--- src/hw/rtl/sem_pkg.sv ---
// Package with shared constants, types and codes of the Sobel edge magnitude block.
`timescale 1ns / 1ps
`default_nettype none
package sem_pkg;

  // Line buffer depth and the widths that follow from it.
  localparam int MAX_WIDTH = 1024;
  localparam int ADDR_W    = $clog2(MAX_WIDTH);
  localparam int COL_W     = 10;
  localparam int ROW_W     = 16;
  localparam int WIDTH_W   = 11;
  localparam int CFG_IDX_W = 8;
  localparam int CFG_DAT_W = 16;

  localparam logic [WIDTH_W-1:0] WIDTH_RESET  = WIDTH_W'(640);
  localparam logic [ROW_W-1:0]   HEIGHT_RESET = ROW_W'(480);
  localparam logic [WIDTH_W-1:0] WIDTH_LIMIT  = WIDTH_W'(MAX_WIDTH);

  // Configuration register indexes.
  localparam logic [CFG_IDX_W-1:0] CFG_IMAGE_WIDTH  = CFG_IDX_W'(0);
  localparam logic [CFG_IDX_W-1:0] CFG_IMAGE_HEIGHT = CFG_IDX_W'(1);

  typedef enum logic [2:0] {
    ST_IDLE,
    ST_GRAD,
    ST_SQUARE,
    ST_SUM,
    ST_ROOT,
    ST_EMIT
  } sem_state_t;

  typedef struct packed {
    logic accept;
    logic grad;
    logic square;
    logic sum;
    logic root;
    logic pop;
  } sem_cmd_t;

  typedef struct packed {
    logic root_done;
    logic pend_any;
    logic pend_last;
  } sem_status_t;

endpackage
`default_nettype wire

--- src/hw/rtl/sem_ctrl.sv ---
// Controller state machine that sequences one pixel through the datapath.
`timescale 1ns / 1ps
`default_nettype none
module sem_ctrl (
  input  wire logic                clk,
  input  wire logic                rst_n,
  input  wire logic                in_valid,
  output logic                     in_ready,
  output logic                     out_valid,
  input  wire logic                out_ready,
  input  wire sem_pkg::sem_status_t status,
  output sem_pkg::sem_cmd_t        cmd
);

  sem_pkg::sem_state_t state_r, state_nxt;

  always_ff @(posedge clk) begin
    if (!rst_n) begin
      state_r <= sem_pkg::ST_IDLE;
    end else begin
      state_r <= state_nxt;
    end
  end

  always_comb begin
    state_nxt = state_r;
    unique case (state_r)
      sem_pkg::ST_IDLE: begin
        if (in_valid) state_nxt = sem_pkg::ST_GRAD;
      end
      sem_pkg::ST_GRAD:   state_nxt = sem_pkg::ST_SQUARE;
      sem_pkg::ST_SQUARE: state_nxt = sem_pkg::ST_SUM;
      sem_pkg::ST_SUM:    state_nxt = sem_pkg::ST_ROOT;
      sem_pkg::ST_ROOT: begin
        if (status.root_done) begin
          state_nxt = status.pend_any ? sem_pkg::ST_EMIT : sem_pkg::ST_IDLE;
        end
      end
      sem_pkg::ST_EMIT: begin
        if (out_ready && status.pend_last) state_nxt = sem_pkg::ST_IDLE;
      end
      default: state_nxt = sem_pkg::ST_IDLE;
    endcase
  end

  always_comb begin
    in_ready   = 1'b0;
    out_valid  = 1'b0;
    cmd        = '0;
    unique case (state_r)
      sem_pkg::ST_IDLE: begin
        in_ready   = 1'b1;
        cmd.accept = in_valid;
      end
      sem_pkg::ST_GRAD:   cmd.grad   = 1'b1;
      sem_pkg::ST_SQUARE: cmd.square = 1'b1;
      sem_pkg::ST_SUM:    cmd.sum    = 1'b1;
      sem_pkg::ST_ROOT:   cmd.root   = 1'b1;
      sem_pkg::ST_EMIT: begin
        out_valid = 1'b1;
        cmd.pop   = out_ready;
      end
      default: ;
    endcase
  end

endmodule
`default_nettype wire

--- config.mk ---
export PLATFORM = sky130hd
export DESIGN_NAME = sem_ctrl
export DESIGN_NICKNAME = d
export VERILOG_FILES = /design/src/hw/rtl/sem_pkg.sv /design/src/hw/rtl/sem_ctrl.sv
export SDC_FILE = /design/constraint.sdc
export NUM_CORES = 1
export LEC_CHECK = 0
export BUFFER_PORTS_ARGS = -buffer_cell sky130_fd_sc_hd__clkbuf_2
export CORE_AREA = 3 3 40 42
export CTS_CLUSTER_DIAMETER = 150
export DETAILED_ROUTE_END_ITERATION = 10
export DIE_AREA = 0 0 43 45
export PLACE_DENSITY = 0.42
export SYNTH_ARGS = -nofsm -noshare
export SYNTH_HDL_FRONTEND = slang
export SYNTH_SLANG_ARGS = --single-unit
--- constraint.sdc ---
create_clock -name clk -period 2.7 [get_ports clk]
set_input_delay 0.27 -clock clk [delete_from_list [all_inputs] [get_ports clk]]
set_output_delay 0.27 -clock clk [all_outputs]
set_load 0.02 [all_outputs]
==> reports/metrics.yaml, run 1 <==
clocking:
  post_cts_resized: 0
  cts_root_buffer: "clkbuf_4"
  numCtsBuffers: 3
  clkSlewWorstSetupHoldPaths_ns: 0.04
  postCtsSetupRepairBufs: 0
  clock_latency_ns: 0.23
  cts.path.max_buffers: 2
  htreeDepth: 1
  cts_tree: "done"
  holdBufCountCts: 0
  clock-sinks: 3
timing:
  fmax_mhz: 599
  clock-skew-final_ns: 0.00165
  final_hold_viol_count: 0
  fin_crit_sh_pct: 61.8
  slew_headroom_pct: 79.7
  tightest_slew_ns: 0.304
  holdWs_ns: 0.292
  finalWorstSetupSlack_ns: 1.03
  final_max_slew_viol_count: 0
  rsz0062_at_grt: "false"
  period_minus_slack_ns: 1.67
  tns_ns: 0
  setup_viol: 0
worst_setup_path:
  path_max_fanout: 11
  crit_path_start_kind: "flip-flop"
  required_ns: 2.43
  cp.arrival_ns: 1.40
  critical_path_class: "reg -> out"
  endpoint_kind: "output port"
place:
  hpwl_um: 393
  placed_cell_area_sq_um: 293
  place.gp.congestion: 0.694
  io_buffers: 14
  place_ws_ns: 1.26
  dp_cells: 54
synthesis:
  synth_seq_cells: 3
  netlist_instances: 27
  avgSynthCellArea_sq_um: 7.92
  seq_area_frac_synth_pct: 28.1
  ys_types: 18
  synth_warnings: 0
  netlist_area_sq_um: 214
  syn_nets: 34
power:
  vdd_drop_max_mv: 0.359
  total_power_mw: 0.345
  power_density_nw_per_um2: 1080
  leakage_nw: 0.162
finish:
  final_area_sq_um: 319
  antenna_cells: 0
  multi_input_area_sq_um: 136
  largestRegisters: "state_r: 3 flops"
  regMostFlops: "state_r"
  layout.area.seq_sq_um: 60.1
  drive_gt1_share_pct: 44.2
  nets: 51
  finalNonFillerCells: 58
  final_util_pct: 24.8
  synthToLayoutAreaGrowth_pct: 49.1
  largest_reg_flops: 3
  fill_cells: 147
routing:
  viasPerCell: 3.98
  postRouteAntennaNets: 0
  wirelength_um: 499
  drtIter0Drc: 0
  dr_total_vias: 231
  drc: 0
  drt_first_pass_iters: 1
  wl_per_cell_um: 8.60
outcome:
  outcome: "completed"
flow_run:
  cap_violations: 0
floorplanning:
  fp-row-count: 13
  fp.dieW_um: 43
  num_io_pins: 15
  initial_utilization_pct: 16.7
  die_area_sq_um: 1940
  core_area_sq_um: 1280
  die_y_um: 45
grt:
  grt_max_degree: 12
  met2_usage_pct: 8.08
  grt_pass1_wl_um: 800
  met3_usage_pct: 3.98
  grt_util_met1_pct: 6.49
  grt.total_usage_pct: 6.32
  top_usage_layer: "met2"
  grt_pass1_vias: 209
  grt_overflow: 0
  antenna_found_initial: 0
min_path:
  hp-class: "in -> reg"
==> cells by family after synthesis <==
group,after synthesis,share of synthesized area [%]
flip-flops,3,28.1
XOR/XNOR,1,4.09
multiplexers,1,7.02
AND/OR/NAND/NOR,13,36.8
AO/OA/AOI/OAI,5,15.8
buffers and inverters,4,8.19
==> critical path: stages (launching register included) <==
cell	delay, ns
dfxtp_1	0.39
or2_2	0.37
nor2_1	0.12
and2_1	0.13
clkbuf_2	0.16
==> power breakdown <==
| part | leakage [nW] | internal, mW | total [mW] | switching, mW |
|---|---|---|---|---|
| Combinational | 0.122 | 0.0751 | 0.173 | 0.0984 |
| Clock | 0.0150 | 0.0553 | 0.0771 | 0.0218 |
| Sequential | 0.0248 | 0.0612 | 0.0946 | 0.0335 |
==> final timing paths <==
check               endpoint  cells after the start  slack (ns)       start
setup / recovery      cmd[5]                      4        1.03  state_r[0]
hold / removal    state_r[0]                      3        0.29       rst_n
setup reg to reg  state_r[2]                      3        1.44  state_r[2]
hold reg to reg   state_r[1]                      1        0.53  state_r[2]
==> routing by layer <==
metal	wire length [um]	up-vias
li1	-	126
met1	234	95
met2	213	10
met3	52	0
met4	0	0
met5	0	-
==> layout make-up <==
class,count,area share [%]
Clock buffer,4,8.24
Inverter,2,2.35
Multi-Input combinational cell,20,42.7
Sequential cell,3,18.8
Tap cell,15,5.88
Timing Repair Buffer,14,22.0
==> cell usage after synthesis <==
cell      count  area share, %
dfxtp_1       3             28
and2_1        2            5.8
buf_2         2            4.7
inv_1         2            3.5
nor2_1        2            3.5
nor2b_1       2            5.8
nor3b_1       2            7.0
o31ai_1       2            7.0
a21oi_1       1            2.3
a31oi_1       1            2.9
and3_1        1            2.9
mux2_4        1            7.0
nand3_1       1            2.3
nand3b_1      1            3.5
o211ai_1      1            3.5
or2_2         1            2.9
or3_1         1            2.9
xnor2_1       1            4.1
==> cells in the final DEF, fill, tap and decap left out <==
cell / n
nor3b_1: 2
dfxtp_1: 3
nor2_1: 2
and2_1: 2
clkbuf_4: 3
o31ai_1: 2
xnor2_1: 1
or3_1: 1
nand3b_1: 1
mux2_4: 1
and3_1: 1
nor2b_1: 2
a31oi_1: 1
inv_1: 2
or2_2: 1
o211ai_1: 1
clkbuf_1: 1
clkbuf_2: 14
nand3_1: 1
a21oi_1: 1
No activity file was read; power rests on OpenSTA's default activity.
==> run 2, diff against run 1 <==
- PLACE_DENSITY: 0.42 -> 0.44
- clock period: 2.7 -> 1.4 ns (I/O delays scaled with it)
==> run 2 against run 1 <==
Against the previous run: critical path depth did not move; wire length is 17% higher; first-iteration DRC count up 3; critical path type unchanged; largest cell class unchanged; largest power group unchanged.
==> reports/metrics.yaml, run 2 (synthesis results as in run 1) <==
outcome:
  outcome: "completed"
routing:
  wirelength_um: 584  # +17%
  viasPerCell: 4.10  # +3.0%
  postRouteAntennaNets: 0  # unchanged
  dr_total_vias: 242  # +4.8%
  drt_first_pass_iters: 5  # +4
  wl_per_cell_um: 9.90  # +15%
  drc: 0  # unchanged
  drtIter0Drc: 3  # +3
grt:
  grt.total_usage_pct: 6.57  # +0.25 points
  grt_pass1_wl_um: 855  # +6.9%
  grt_max_degree: 11  # -1
  antenna_found_initial: 0  # unchanged
  grt_pass1_vias: 213  # +1.9%
  grt_overflow: 0  # unchanged
min_path:
  holdPathStages: 3  # unchanged
  hp-class: "in -> reg"
power:
  leakage_nw: 0.169  # +4.3%
  vdd_drop_max_mv: 1.02  # +190%
  p_int_mw: 0.411  # +110%
  power_frac_seq_pct: 23.8  # -3.6 points
  power.switching_mw: 0.320  # +110%
  power_density_nw_per_um2: 2150  # +99%
  swShare_pct: 43.7  # -0.78 points
  p_comb_share_pct: 55.2  # +5.0 points
  p_clk_share_pct: 21.0  # -1.3 points
timing:
  fmax_mhz: 753
  clock-skew-final_ns: 0.00230  # +0.000648 ns
  slew_headroom_pct: 84.9  # +5.3 points
  finalWorstSetupSlack_ns: 0.0713  # -0.959 ns
  final_hold_viol_count: 0  # unchanged
  period_minus_slack_ns: 1.33
  final_max_slew_viol_count: 0  # unchanged
  fin_crit_sh_pct: 94.9
  tightest_slew_ns: 0.224  # -0.0805 ns
  rsz0062_at_grt: "false"
  setup_viol: 0  # unchanged
  tns_ns: 0  # unchanged
worst_setup_path:
  crit_path_start_kind: "flip-flop"
  reg2reg_depth: 3  # unchanged
  r2r_end: "state_r[2]"
  cp.arrival_ns: 1.19  # -0.21 ns
  required_ns: 1.26  # -1.17 ns
  startpoint: "state_r[2]"
  r2r_slack_ns: 0.19  # -1.25 ns
  worstSetupEndpoint: "cmd[5]"
  endpoint_kind: "output port"
  path_max_fanout: 6  # -5
  worstReg2RegStart: "state_r[2]"
  critical_path_class: "reg -> out"
floorplanning:
  num_io_pins: 15  # unchanged
  initial_utilization_pct: 16.7  # unchanged
  die_y_um: 45  # unchanged
  die_area_sq_um: 1940  # unchanged
  fp.dieW_um: 43  # unchanged
  fp-row-count: 13  # unchanged
  core_area_sq_um: 1280  # unchanged
flow_run:
  cap_violations: 0  # unchanged
clocking:
  clkSlewWorstSetupHoldPaths_ns: 0.04  # about the same
  cts_tree: "done"
  numCtsBuffers: 3  # unchanged
  cts_root_buffer: "clkbuf_4"
  cts.path.max_buffers: 2  # unchanged
  htreeDepth: 1  # unchanged
  holdBufCountCts: 0  # unchanged
  clock-sinks: 3  # unchanged
  clock_latency_ns: 0.23  # about the same
finish:
  final_cell_mix: "clkbuf_2 (13), clkbuf_4 (3)"
  synthToLayoutAreaGrowth_pct: 58.5
  largestRegisters: "state_r: 3 flops"
  nets: 52  # +2.0%
  largest_reg_flops: 3  # unchanged
  antenna_cells: 0  # unchanged
  drive_gt1_share_pct: 54.5  # +10 points
  layout_commonest_cell: "clkbuf_2"
  regMostFlops: "state_r"
place:
  io_buffers: 14  # unchanged
  place_ws_ns: 0.141  # -1.12 ns
  place.gp.congestion: 0.732  # +5.4%
## run 2: changes by cell type in the layout (fill, tap and decap cells not counted), sizes merged
cell / before / now
clkbuf: 18 / 17
buf: 0 / 2
## run 2: repair_timing
action                     4_1_cts  5_1_grt
gates cloned                     0        0
setup endpoints to repair        1        3
gates resized for setup          3        4
setup buffers                    0        0
## run 2: critical path, stage by stage, from the launching register on
cell and delay [ns]:
dfxtp_2 0.34, or2_4 0.25, nor2_2 0.09, and2_1 0.13, buf_4 0.13
## run 2: cell type report
type                            count  area, sq um
Fill cell                         150          946
Sequential cell                     3         62.6
Clock buffer                        4         26.3
Timing Repair Buffer               15         80.1
Multi-Input combinational cell     20          144
Inverter                            2         7.51
Tap cell                           15         18.8
## run 2: worst min path at each step
stage / start / end / slack [ns]
2_1_floorplan: rst_n / state_r[0] / 0.27
3_3_place_gp: rst_n / state_r[0] / 0.41
3_5_place_dp: rst_n / state_r[0] / 0.40
4_1_cts: rst_n / state_r[2] / 0.15
5_1_grt: rst_n / state_r[0] / 0.16
6_report: rst_n / state_r[2] / 0.16
## run 2: power by group through the flow
stage / registers (mW) / clock network (mW) / logic, mW
final: 0.174 / 0.153 / 0.403
after global routing: 0.183 / 0.166 / 0.434
after CTS: 0.167 / 0.162 / 0.396
after detailed placement: 0.164 / 0 / 0.379
after global placement: 0.165 / 0 / 0.379
after floorplan: 0.133 / 0 / 0.300
## run 2: layer usage
metal	vias to the layer above	GRT usage, %	routed length (um)	share of wire (%)
met4	0	10.8	0	0
met3	0	1.20	33	5.7
met1	106	7.69	250	43
met2	8	7.78	300	51
li1	128	-	-	-
met5	-	0	0	0
## run 2: stage by stage
| step | hold WS, ns | total power, mW | cells | utilization, % | instance area (sq um) |
|---|---|---|---|---|---|
| final | 0.156 | 0.730 | 59 | 26.4 | 339 |
| after global routing | 0.162 | 0.783 | 59 | 26.4 | 339 |
| after global placement | 0.405 | 0.544 | 55 | 23.4 | 300 |
| after CTS | 0.149 | 0.724 | 59 | 25.9 | 333 |
| after floorplan | 0.269 | 0.433 | 27 | - | 214 |
| after detailed placement | 0.399 | 0.543 | 55 | 23.4 | 300 |
